### config.mk
export PLATFORM = sky130hd
export DESIGN_NAME = elevator_floor_scheduler_unit
export DESIGN_NICKNAME = d
export VERILOG_FILES = /design/src/rtl/core/efs_pkg.sv /design/src/rtl/core/efs_cell.sv /design/src/rtl/core/elevator_floor_scheduler_unit.sv
export SDC_FILE = /design/constraint.sdc
export NUM_CORES = 1
export LEC_CHECK = 0
export BUFFER_PORTS_ARGS = -buffer_cell sky130_fd_sc_hd__buf_4
export CORE_UTILIZATION = 26
export DETAILED_ROUTE_END_ITERATION = 10
export SLEW_MARGIN = 0
export SYNTH_ARGS = -nofsm -noshare
export SYNTH_HDL_FRONTEND = slang
export SYNTH_SLANG_ARGS = --single-unit
### constraint.sdc
create_clock -name aclk -period 3.7 [get_ports aclk]
set_input_delay 0.555 -clock aclk [delete_from_list [all_inputs] [get_ports aclk]]
set_output_delay 0.555 -clock aclk [all_outputs]
set_load 0.05 [all_outputs]
### src/rtl/core/efs_pkg.sv
// shared types, codes and constants of the elevator floor scheduler
package efs_pkg;

    localparam int FLOOR_W             = 4;
    localparam int FIELD_MAX           = 15;
    localparam int DEFAULT_FLOOR_COUNT = 16;

    typedef enum logic [1:0] {
        OP_ADD    = 2'd0,
        OP_PLAN   = 2'd1,
        OP_STEP   = 2'd2,
        OP_ESCAPE = 2'd3
    } op_t;

    typedef enum logic [1:0] {
        DIR_NONE = 2'd0,
        DIR_UP   = 2'd1,
        DIR_DOWN = 2'd2
    } dir_t;

    typedef enum logic [1:0] {
        STAT_OK       = 2'd0,
        STAT_NO_REQ   = 2'd1,
        STAT_NO_FLOOR = 2'd2,
        STAT_RANGE    = 2'd3
    } status_t;

    typedef enum logic [1:0] {
        ST_IDLE,
        ST_SCAN,
        ST_DONE
    } state_t;

    // command broadcast to every cell
    typedef struct packed {
        logic               set;
        logic               clr;
        logic [FLOOR_W-1:0] floor;
    } cell_cmd_t;

    // scan record handed from cell to cell
    typedef struct packed {
        logic [1:0]         count;
        logic [FLOOR_W-1:0] single;
        logic               found;
        logic [FLOOR_W-1:0] best;
        logic [FLOOR_W-1:0] gap;
        logic               above;
        logic               below;
    } scan_t;

endpackage

### src/rtl/core/efs_cell.sv
// one floor cell: request bit and one stage of the nearest-floor scan
module efs_cell
    import efs_pkg::*;
#(
    parameter int CELL_INDEX = 0
) (
    input  logic               aclk,
    input  logic               aresetn,
    input  cell_cmd_t          cmd,
    input  logic [FLOOR_W-1:0] car_floor,
    input  scan_t              scan_in,
    output scan_t              scan_out,
    output logic               hit
);

    localparam logic [FLOOR_W-1:0] IDX = FLOOR_W'(CELL_INDEX);

    logic               req_reg;
    logic               req_next;
    scan_t              scan_reg;
    scan_t              scan_next;
    logic [FLOOR_W-1:0] d;

    assign hit = req_reg && (cmd.floor == IDX);

    always_comb begin
        req_next = req_reg;
        if (cmd.set && (cmd.floor == IDX)) begin
            req_next = 1'b1;
        end else if (cmd.clr && (cmd.floor == IDX)) begin
            req_next = 1'b0;
        end
    end

    always_comb begin
        d         = (IDX > car_floor) ? (IDX - car_floor) : (car_floor - IDX);
        scan_next = scan_in;
        if (req_reg) begin
            scan_next.count  = (scan_in.count == 2'd2) ? 2'd2 : scan_in.count + 2'd1;
            scan_next.single = IDX;
            if (IDX > car_floor) begin
                scan_next.above = 1'b1;
            end
            if (IDX < car_floor) begin
                scan_next.below = 1'b1;
            end
            if ((IDX != car_floor) && (!scan_in.found || (d < scan_in.gap))) begin
                scan_next.best  = IDX;
                scan_next.gap   = d;
                scan_next.found = 1'b1;
            end
        end
    end

    always_ff @(posedge aclk) begin
        if (!aresetn) begin
            req_reg <= 1'b0;
        end else begin
            req_reg <= req_next;
        end
    end

    always_ff @(posedge aclk) begin
        scan_reg <= scan_next;
    end

    assign scan_out = scan_reg;

endmodule

### src/rtl/core/elevator_floor_scheduler_unit.sv
// elevator floor scheduler top level: sequencer, car state and chain of floor cells
// an item's scan walks the cell chain, and the item is held in ST_DONE until the output register
// can take the result; only then is the next item accepted (s_ready is high in ST_IDLE only)
// a finished result waits in the output register while the next item is scanned
// reset (aresetn low, synchronous): car at floor 0, no requests, direction none, flags clear,
// top floor register 15; cfg_ready is always high
module elevator_floor_scheduler_unit
    import efs_pkg::*;
#(
    parameter int FLOOR_COUNT = DEFAULT_FLOOR_COUNT
) (
    input  logic               aclk,
    input  logic               aresetn,
    input  logic               cfg_valid,
    output logic               cfg_ready,
    input  logic [FLOOR_W-1:0] cfg_top_floor,
    input  logic               s_valid,
    output logic               s_ready,
    input  logic [1:0]         s_op,
    input  logic [FLOOR_W-1:0] s_request_floor,
    output logic               m_valid,
    input  logic               m_ready,
    output logic [FLOOR_W-1:0] m_floor_now,
    output logic [FLOOR_W-1:0] m_target_floor,
    output logic [1:0]         m_direction,
    output logic               m_running,
    output logic               m_stopped_here,
    output logic               m_switch_advised,
    output logic               m_requests_pending,
    output logic [1:0]         m_status
);

    localparam int LAST_INT  = (FLOOR_COUNT - 1 < FIELD_MAX) ? FLOOR_COUNT - 1 : FIELD_MAX;
    localparam int NUM_CELLS = LAST_INT + 1;
    localparam int CNT_W     = $clog2(NUM_CELLS);
    localparam logic [FLOOR_W-1:0] LAST_FLOOR = FLOOR_W'(LAST_INT);
    localparam logic [CNT_W-1:0]   CNT_END    = CNT_W'(NUM_CELLS - 1);

    state_t             state_reg, state_next;
    logic [CNT_W-1:0]   cnt_reg, cnt_next;
    op_t                op_reg, op_next;
    logic [FLOOR_W-1:0] top_floor_reg;
    logic [FLOOR_W-1:0] car_floor_reg, car_floor_next;
    logic [FLOOR_W-1:0] target_reg, target_next;
    dir_t               dir_reg, dir_next;
    logic               run_reg, run_next;
    logic               stopped_reg, stopped_next;
    status_t            status_reg, status_next;
    status_t            final_status;
    logic               m_valid_reg;
    logic [FLOOR_W-1:0] m_floor_now_reg, m_target_floor_reg;
    logic [1:0]         m_direction_reg, m_status_reg;
    logic               m_running_reg, m_stopped_here_reg;
    logic               m_switch_advised_reg, m_requests_pending_reg;

    logic               s_fire;
    logic               out_load;
    logic [FLOOR_W-1:0] highest_usable;
    logic [FLOOR_W-1:0] pick;
    logic               switch_adv;
    cell_cmd_t          cmd;
    scan_t              scan_chain [NUM_CELLS];
    scan_t              scan_last;
    logic [NUM_CELLS-1:0] hit_vec;

    assign cfg_ready      = 1'b1;
    assign s_fire         = s_valid && s_ready;
    assign highest_usable = (top_floor_reg < LAST_FLOOR) ? top_floor_reg : LAST_FLOOR;
    assign scan_last      = scan_chain[NUM_CELLS-1];

    // floor cell chain
    for (genvar i = 0; i < NUM_CELLS; i++) begin : g_cell
        scan_t scan_in;
        if (i == 0) begin : g_head
            assign scan_in = '0;
        end else begin : g_link
            assign scan_in = scan_chain[i-1];
        end
        efs_cell #(
            .CELL_INDEX(i)
        ) u_cell (
            .aclk     (aclk),
            .aresetn  (aresetn),
            .cmd      (cmd),
            .car_floor(car_floor_reg),
            .scan_in  (scan_in),
            .scan_out (scan_chain[i]),
            .hit      (hit_vec[i])
        );
    end

    // next state
    always_comb begin
        state_next = state_reg;
        cnt_next   = cnt_reg;
        case (state_reg)
            ST_IDLE: begin
                if (s_fire) begin
                    state_next = ST_SCAN;
                    cnt_next   = '0;
                end
            end
            ST_SCAN: begin
                cnt_next = cnt_reg + CNT_W'(1);
                if (cnt_reg == CNT_END) begin
                    state_next = ST_DONE;
                end
            end
            ST_DONE: begin
                if (!m_valid_reg || m_ready) begin
                    state_next = ST_IDLE;
                end
            end
            default: begin
                state_next = ST_IDLE;
            end
        endcase
    end

    // fsm outputs
    always_comb begin
        s_ready  = 1'b0;
        out_load = 1'b0;
        case (state_reg)
            ST_IDLE: s_ready  = 1'b1;
            ST_DONE: out_load = !m_valid_reg || m_ready;
            default: begin
                s_ready  = 1'b0;
                out_load = 1'b0;
            end
        endcase
    end

    // item entry: add, step and escape act at accept
    always_comb begin
        cmd            = '0;
        op_next        = op_reg;
        car_floor_next = car_floor_reg;
        stopped_next   = stopped_reg;
        status_next    = status_reg;
        if (s_fire) begin
            op_next     = op_t'(s_op);
            status_next = STAT_OK;
            case (op_t'(s_op))
                OP_ADD: begin
                    if ((s_request_floor > top_floor_reg) || (s_request_floor > LAST_FLOOR)) begin
                        status_next = STAT_RANGE;
                    end else begin
                        cmd.set   = 1'b1;
                        cmd.floor = s_request_floor;
                    end
                end
                OP_STEP: begin
                    if (run_reg) begin
                        if ((dir_reg == DIR_UP) && (car_floor_reg < highest_usable)) begin
                            car_floor_next = car_floor_reg + FLOOR_W'(1);
                            cmd.clr        = 1'b1;
                        end else if ((dir_reg == DIR_DOWN) && (car_floor_reg != '0)) begin
                            car_floor_next = car_floor_reg - FLOOR_W'(1);
                            cmd.clr        = 1'b1;
                        end
                        if (cmd.clr) begin
                            cmd.floor    = car_floor_next;
                            stopped_next = |hit_vec;
                        end
                    end
                end
                OP_ESCAPE: begin
                    if (car_floor_reg < highest_usable) begin
                        car_floor_next = car_floor_reg + FLOOR_W'(1);
                    end else if (car_floor_reg != '0) begin
                        car_floor_next = car_floor_reg - FLOOR_W'(1);
                    end
                end
                default: begin
                    cmd = '0;
                end
            endcase
        end
    end

    // plan and result assembly from the finished scan
    always_comb begin
        target_next  = target_reg;
        dir_next     = dir_reg;
        run_next     = run_reg;
        final_status = status_reg;
        pick         = (scan_last.count == 2'd1) ? scan_last.single : scan_last.best;
        if (op_reg == OP_PLAN) begin
            if (scan_last.count == 2'd0) begin
                run_next     = 1'b0;
                final_status = STAT_NO_REQ;
            end else begin
                target_next = pick;
                if (pick > top_floor_reg) begin
                    run_next     = 1'b0;
                    final_status = STAT_NO_FLOOR;
                end else begin
                    if (car_floor_reg < pick) begin
                        dir_next = DIR_UP;
                    end else if (car_floor_reg > pick) begin
                        dir_next = DIR_DOWN;
                    end
                    run_next     = 1'b1;
                    final_status = STAT_OK;
                end
            end
        end
        case (dir_next)
            DIR_UP:   switch_adv = !scan_last.above;
            DIR_DOWN: switch_adv = !scan_last.below;
            default:  switch_adv = 1'b1;
        endcase
    end

    always_ff @(posedge aclk) begin
        if (!aresetn) begin
            state_reg     <= ST_IDLE;
            cnt_reg       <= '0;
            op_reg        <= OP_ADD;
            top_floor_reg <= FLOOR_W'(FIELD_MAX);
            car_floor_reg <= '0;
            target_reg    <= '0;
            dir_reg       <= DIR_NONE;
            run_reg       <= 1'b0;
            stopped_reg   <= 1'b0;
            status_reg    <= STAT_OK;
            m_valid_reg   <= 1'b0;
        end else begin
            state_reg     <= state_next;
            cnt_reg       <= cnt_next;
            op_reg        <= op_next;
            car_floor_reg <= car_floor_next;
            stopped_reg   <= stopped_next;
            status_reg    <= status_next;
            if (cfg_valid && cfg_ready) begin
                top_floor_reg <= cfg_top_floor;
            end
            if (out_load) begin
                target_reg  <= target_next;
                dir_reg     <= dir_next;
                run_reg     <= run_next;
                m_valid_reg <= 1'b1;
            end else if (m_ready) begin
                m_valid_reg <= 1'b0;
            end
        end
    end

    // output register
    always_ff @(posedge aclk) begin
        if (out_load) begin
            m_floor_now_reg        <= car_floor_reg;
            m_target_floor_reg     <= target_next;
            m_direction_reg        <= dir_next;
            m_running_reg          <= run_next;
            m_stopped_here_reg     <= stopped_reg;
            m_switch_advised_reg   <= switch_adv;
            m_requests_pending_reg <= (scan_last.count != 2'd0);
            m_status_reg           <= final_status;
        end
    end

    assign m_valid            = m_valid_reg;
    assign m_floor_now        = m_floor_now_reg;
    assign m_target_floor     = m_target_floor_reg;
    assign m_direction        = m_direction_reg;
    assign m_running          = m_running_reg;
    assign m_stopped_here     = m_stopped_here_reg;
    assign m_switch_advised   = m_switch_advised_reg;
    assign m_requests_pending = m_requests_pending_reg;
    assign m_status           = m_status_reg;

endmodule
======== Word level (Yosys, flattened, before mapping) ========
Index checks and enable logic that the tools add are counted.
operators by class
  add/subtract/negate cells ............... 48
  $mul .................................... 0
  div/mod/pow operators ................... 0
  magnitude comparators ................... 54
  eq/ne operators ......................... 61
  shifts and indexed selects .............. 0
  muxes and demuxes ....................... 174
  bitwise operators ....................... 0
  reductions and logical operators ........ 132
operator list
  cell                   count
  $mux W17               15
  $mux W9                16
  $mux W4                28
  $mux W1                79
  $lt A4 B4 Y1           17
  $logic_and A1 B1 Y1    66
  $mux W2                28
  $reduce_bool A2 Y1     20
  $eq A2 B2 Y1 const B   19
  $eq A4 B4 Y1 const B   9
  $gt A4 B4 Y1 const A   8
  $lt A4 B4 Y1 const A   8
  $ne A4 B4 Y1 const A   8
  $sub A4 B4 Y4 const A  8
  $sub A4 B4 Y4 const B  8
  $add A2 B1 Y2 const B  14
  $pmux W4 S2            3
  $logic_not A1 Y1       18
  $logic_or A1 B1 Y1     17
  $eq A4 B3 Y1 const B   4
  $gt A3 B4 Y1 const A   4
  $lt A3 B4 Y1 const A   4
  $mux W16               1
  $ne A3 B4 Y1 const A   4
  other kinds (34)       63
storage, ports and cells
  register bits after elaboration ......... 325
  bits in latches ......................... 0
  memory bits (writable) .................. 0
  memory bits (read-only) ................. 0
  input bits .............................. 15
  output and inout bits ................... 19
  logic and storage cells ................. 614
  memories ................................ 0

======== Logic depth before layout (Yosys ltp) ========
  word-level depth ........................ 16
  mapped depth ............................ 18
  depth with buffers taken out ............ 14

======== By module ========
A second synthesis with hierarchy kept.
unflattened totals
  cell total of the unflattened synthesis .. 1475
  area, all modules ....................... 14964.4 um^2
by module, submodules not included
  module                         instances  cells each  area an instance (um^2)  sequential area each (um^2)
  elevator_floor_scheduler_unit  1          280         2572.5                   1001.0
  efs_cell at g_cell[14].u_cell  1          82          839.6                    360.3
  efs_cell at g_cell[6].u_cell   1          81          838.3                    360.3
  efs_cell at g_cell[13].u_cell  1          85          829.5                    360.3
  efs_cell at g_cell[10].u_cell  1          79          820.8                    360.3
  efs_cell at g_cell[2].u_cell   1          79          793.3                    360.3
  efs_cell at g_cell[5].u_cell   1          76          792.0                    360.3
  efs_cell at g_cell[1].u_cell   1          75          783.3                    360.3
  efs_cell at g_cell[9].u_cell   1          76          779.5                    360.3
  efs_cell at g_cell[12].u_cell  1          72          777.0                    360.3
  efs_cell at g_cell[4].u_cell   1          72          763.2                    360.3
  efs_cell at g_cell[3].u_cell   1          76          758.2                    360.3
  efs_cell at g_cell[11].u_cell  1          73          752.0                    360.3
  efs_cell at g_cell[8].u_cell   1          72          743.2                    360.3
  3 more rows                    -          -           -                        -

======== Worst setup path before layout ========
OpenSTA, ideal clock, no wires.
  path type ............................... flip-flop to flip-flop
  start point ............................. register car_floor_reg[3]
  end point ............................... register g_cell[5].u_cell.scan_reg (netlist bit g_cell[5].u_cell.scan_out[3])
  setup time .............................. 0.121 ns
  data arrival time ....................... 3.580 ns
  required time ........................... 3.579 ns
  setup slack ............................. -0.001 ns
  stages on the path, launching flop included .. 18
  path buffers ............................ 4
  clock period less this slack ............ 3.701 ns
  path through ............................ dfxtp_1 -> clkbuf_1 -> clkinv_1 -> buf_1 -> ha_1 -> clkbuf_1 -> a21oi_1 -> o21bai_1 -> nor2_1 -> a21oi_1 -> ha_1 -> a21o_1 -> a21oi_1 -> nor2b_1 -> o21ai_0 -> nand2b_1 -> clkbuf_1 -> mux2_2
RTL lines
  item                    line                                  RTL
  from (decl)             elevator_floor_scheduler_unit.sv:43   logic [FLOOR_W-1:0] car_floor_reg, car_floor_next;
  from (signal assigned)  elevator_floor_scheduler_unit.sv:233  car_floor_reg <= car_floor_next;
  to (signal assigned)    efs_cell.sv:64                        scan_reg <= scan_next;
  to (decl)               efs_cell.sv:20                        scan_t scan_reg;

======== Worst setup path in the final report ========
  start point ............................. register g_cell[15].u_cell.scan_reg (netlist bit g_cell[15].u_cell.scan_out[15])
  end point ............................... register m_switch_advised_reg, in the netlist m_switch_advised (data pin)
between the ends
  cells in the longest elaborated chain, start to end .. 10
  elaborated cells between the ends (all ways) .. 14
  those cells by class .................... order compare: 3; eq/ne: 3; mux: 7; reduce/logical: 1
ends and longest elaborated chain
  item                                                 line                                  RTL
  from (decl)                                          efs_cell.sv:20
  from (signal assigned)                               efs_cell.sv:64
  $eq A2 B1 Y1                                         elevator_floor_scheduler_unit.sv:188  pick = (scan_last.count == 2'd1) ? scan_last.single : scan_last.best;
  $mux W4                                              elevator_floor_scheduler_unit.sv:188
  $gt A4 B4 Y1                                         elevator_floor_scheduler_unit.sv:201  end else if (car_floor_reg > pick) begin
  $mux W2                                              elevator_floor_scheduler_unit.sv:201
  $mux W2                                              elevator_floor_scheduler_unit.sv:199  if (car_floor_reg < pick) begin
  $mux W2                                              elevator_floor_scheduler_unit.sv:195  if (pick > top_floor_reg) begin
  $mux W2 (*)                                          elevator_floor_scheduler_unit.sv:190  if (scan_last.count == 2'd0) begin
  $mux W2 (*)                                          elevator_floor_scheduler_unit.sv:189  if (op_reg == OP_PLAN) begin
  $eq A2 B2 Y1 / $eq A2 B1 Y1 (equally long branches)  elevator_floor_scheduler_unit.sv:209  case (dir_next)
  $pmux W1 S2 (*)                                      elevator_floor_scheduler_unit.sv:209
  net switch_adv                                       elevator_floor_scheduler_unit.sv:60   logic switch_adv;
  to (signal assigned)                                 elevator_floor_scheduler_unit.sv:258  m_switch_advised_reg <= switch_adv;
  to (decl)                                            elevator_floor_scheduler_unit.sv:54   logic m_switch_advised_reg, m_requests_pending_reg;
The timed path passes the listed nets; every way through them passes the cells marked *.
A chain may end at the register's enable or synchronous reset.

==> flow_summary.yaml <==
outcome:
  status: "completed"
global_route:
  gr-usage-met1: 0.147
  first_global_vias: 8813
  gr-usage-met3: 0.0206
  grt_antenna_before_repair: 0
  grt.busiest_layer: "met2"
  track_usage: 0.113
  grt_max_degree: 43
  grtUsageMet2: 0.187
  grt_pass1_wl_mm: 45.4
  gr-total-overflow: 0
setup_path:
  crit_path_top_delay_cell: "mux2i_1"
  crit_type: "reg -> reg"
  cp.required_ns: 3.94
  max_stage_delay_ns: 0.41
  cp-start-kind: "register"
  endpoint_kind: "register"
  crit_chain: "nor2b_1 > mux2i_1 > inv_1 > ha_1 > nor2b_1 > o21a_1 > o21a_1 > o21ai_1 > nand3_1 > a21boi_1 > ha_1 > a21oi_1 > o21ai_0"
  cp.arrival_ns: 3.62
  cp_max_fo: 4
synthesis:
  syn_nets: 1440
  synth-compound-area-share: 0.153
  synthTopCellsByArea: "dfxtp_1, ha_1, edfxtp_1"
  yosys-top-cells-count: "dfxtp_1, nand2_1, inv_1, o21ai_0, ha_1"
  synthAdderAreaFrac: 0.0902
  synth_warnings: 0
  synth_edf_count: 16
  synth.largest_area_cell: "dfxtp_1"
  synth_async_sr_flop_share: 0
  synth_cells: 1334
  ys_types: 77
  synthXorXnorAreaFrac: 0.0160
  yosysMostFrequentCell: "dfxtp_1"
  ys_seq_area_frac: 0.476
  synth-simple-area-share: 0.163
  ys_ff_latch: 292
  synth_mux_area_frac: 0.0496
  syn_area_per_cell_um2: 9.46
  synth.top_cell.area_share: 0.438
  synth_top_flop_cell: "dfxtp_1"
  synth_top_family_by_area: "simple AND/OR/NAND/NOR gates"
  syn-cell-area_um2: 12600
drt:
  wirelength_mm: 27.8
  detailedRoute.firstIterationViolations: 642
  drtPass1Iterations: 6
  vias_per_cell: 4.56
  drc: 0
  wl_per_cell_um: 13.8
  vias: 9167
  drtAntennaViolNets: 0
cells_and_area:
  n_antenna_cell: 0
  syn_to_final_growth_pct: 16.6
  finalNetCount: 1481
  largest_register_ff_count: 234
  multi_input_area_um2: 5970
  final_area_um2: 14700
  fin_util: 0.308
  seqCellArea_um2: 6010
  drive_above_1_share: 0.149
  fillers: 4932
floorplan:
  die_h_um: 222
  num_rows: 80
  io_pins: 34
  initial_core_util: 0.264
  core_area_um2: 47800
  die_area_um2: 49400
  die_w_um: 222
pwr:
  vdd_drop_max_mv: 0.230
  total_power_uw: 6580
  p_per_area_nw_per_um2: 447
  p_leak_uw: 0.00621
sta:
  fmax_ghz: 0.296
  post-route-period-util: 0.912
  slew_violations: 0
  rsz0062_at_grt: "false"
  clock_skew_ns: 0.0156
  min_period_ns: 3.38
  tightest_slew_ns: 0.918
  maxSlewHeadroom: 0.381
  setup_viol: 0
  hold_viol: 0
  fin_setup_tns_ns: 0
place:
  routabilityCongestion: 0.883
  place_area_um2: 13600
  dp_hpwl_mm: 20.0
  port_buffers: 32
flow_run:
  maxCapViolations: 0
clocking:
  cts_buffers: 34
  tritoncts: "built"
  path_clk_slew_ns: 0.06
  cts_num_sinks: 292
  root_buffer: "clkbuf_16"
  clk_path_buf_depth: 3
  clkLatencyLatePin_ns: 0.51
  h-tree-depth: 2
  ctsHoldBuffers: 0
min_path:
  hold_class: "in -> reg"
routing by layer:
metal | part of all wire | vias up
li1 | - | 4584
met1 | 0.46 | 4297
met2 | 0.46 | 236
met3 | 0.055 | 50
met4 | 0.026 | 0
met5 | 0 | -
metrics by stage:
| stage | hold WS [ns] | setup WS (ns) | cells |
|---|---|---|---|
| 2_1_floorplan | 0.310 | 0.101 | 1334 |
| 3_3_place_gp | 0.315 | 0.0845 | 1954 |
| 3_5_place_dp | 0.316 | -0.124 | 1954 |
| 4_1_cts | 0.253 | 0.0554 | 2012 |
| 5_1_grt | 0.274 | 0.0319 | 2012 |
| 6_report | 0.272 | 0.324 | 2012 |
power by group:
group	internal (uW)	switching (uW)	leakage [uW]	total, uW
sequential	3190	11.8	0.00238	3210
combinational	68.8	101	0.00330	170
clock	1940	1260	0.000533	3200
total	5210	1380	0.00621	6580
area by class of cell:
cell class / count / area share
flip-flops and latches: 292 / 0.408
clock inverters: 10 / 0.00595
inverters: 111 / 0.0283
well taps: 615 / 0.0523
clock buffers: 48 / 0.0676
repair buffers: 62 / 0.0316
multi-input cells: 874 / 0.406
cells by family after synthesis:
kind of cell | after synthesis
compound gates | 307
flops | 292
fa+ha+maj | 91
other cells | 1
mux | 58
buf+inv | 168
simple gates | 394
xor+xnor | 23
cells in the final DEF (no fill, tap or decap), types with 3 or more instances in the layout:
master,count
a211oi_1,5
a21boi_0,14
a21boi_1,19
a21o_1,34
a21oi_1,61
a31o_2,7
a31oi_1,8
and2_1,29
and3_1,8
buf_4,62
clkbuf_1,6
clkbuf_16,35
clkbuf_8,7
clkinv_1,3
clkinv_2,4
dfxtp_1,276
edfxtp_1,16
ha_1,91
inv_1,108
mux2_2,36
mux2i_1,22
nand2_1,126
nand2b_1,48
nand3_1,17
nand4_1,5
nor2_1,44
nor2b_1,45
nor3_1,10
nor4_1,5
o211ai_1,11
o21a_1,4
o21ai_0,91
o21ai_1,18
o21bai_1,5
or2_2,37
or3_1,3
xnor2_1,20
xor2_1,3
worst paths after layout:
kind / start / cells past startpoint / slack, ns / to
worst min-delay path: cfg_top_floor[2] / 3 / 0.27 / top_floor_reg[2]
worst min register to register: g_cell[14].u_cell.scan_out[0] / 0 / 0.33 / g_cell[15].u_cell.scan_out[0]
worst max register to register: g_cell[15].u_cell.scan_out[15] / 13 / 0.32 / m_switch_advised
worst max-delay path: g_cell[15].u_cell.scan_out[15] / 13 / 0.32 / m_switch_advised
worst max-delay path: cells and delay by family (launching register included):
kind / cells / cell delay (ns)
flops: 1 / 0.31
fa+ha+maj: 2 / 0.58
simple gates: 3 / 0.59
compound gates: 6 / 1.13
buf+inv: 1 / 0.09
mux: 1 / 0.41
repair_timing:
item	CTS	global route
buffers inserted	0	0
gates resized for setup	1	3
setup endpoints to repair	1	1
Power figures use the tool's default switching activity.
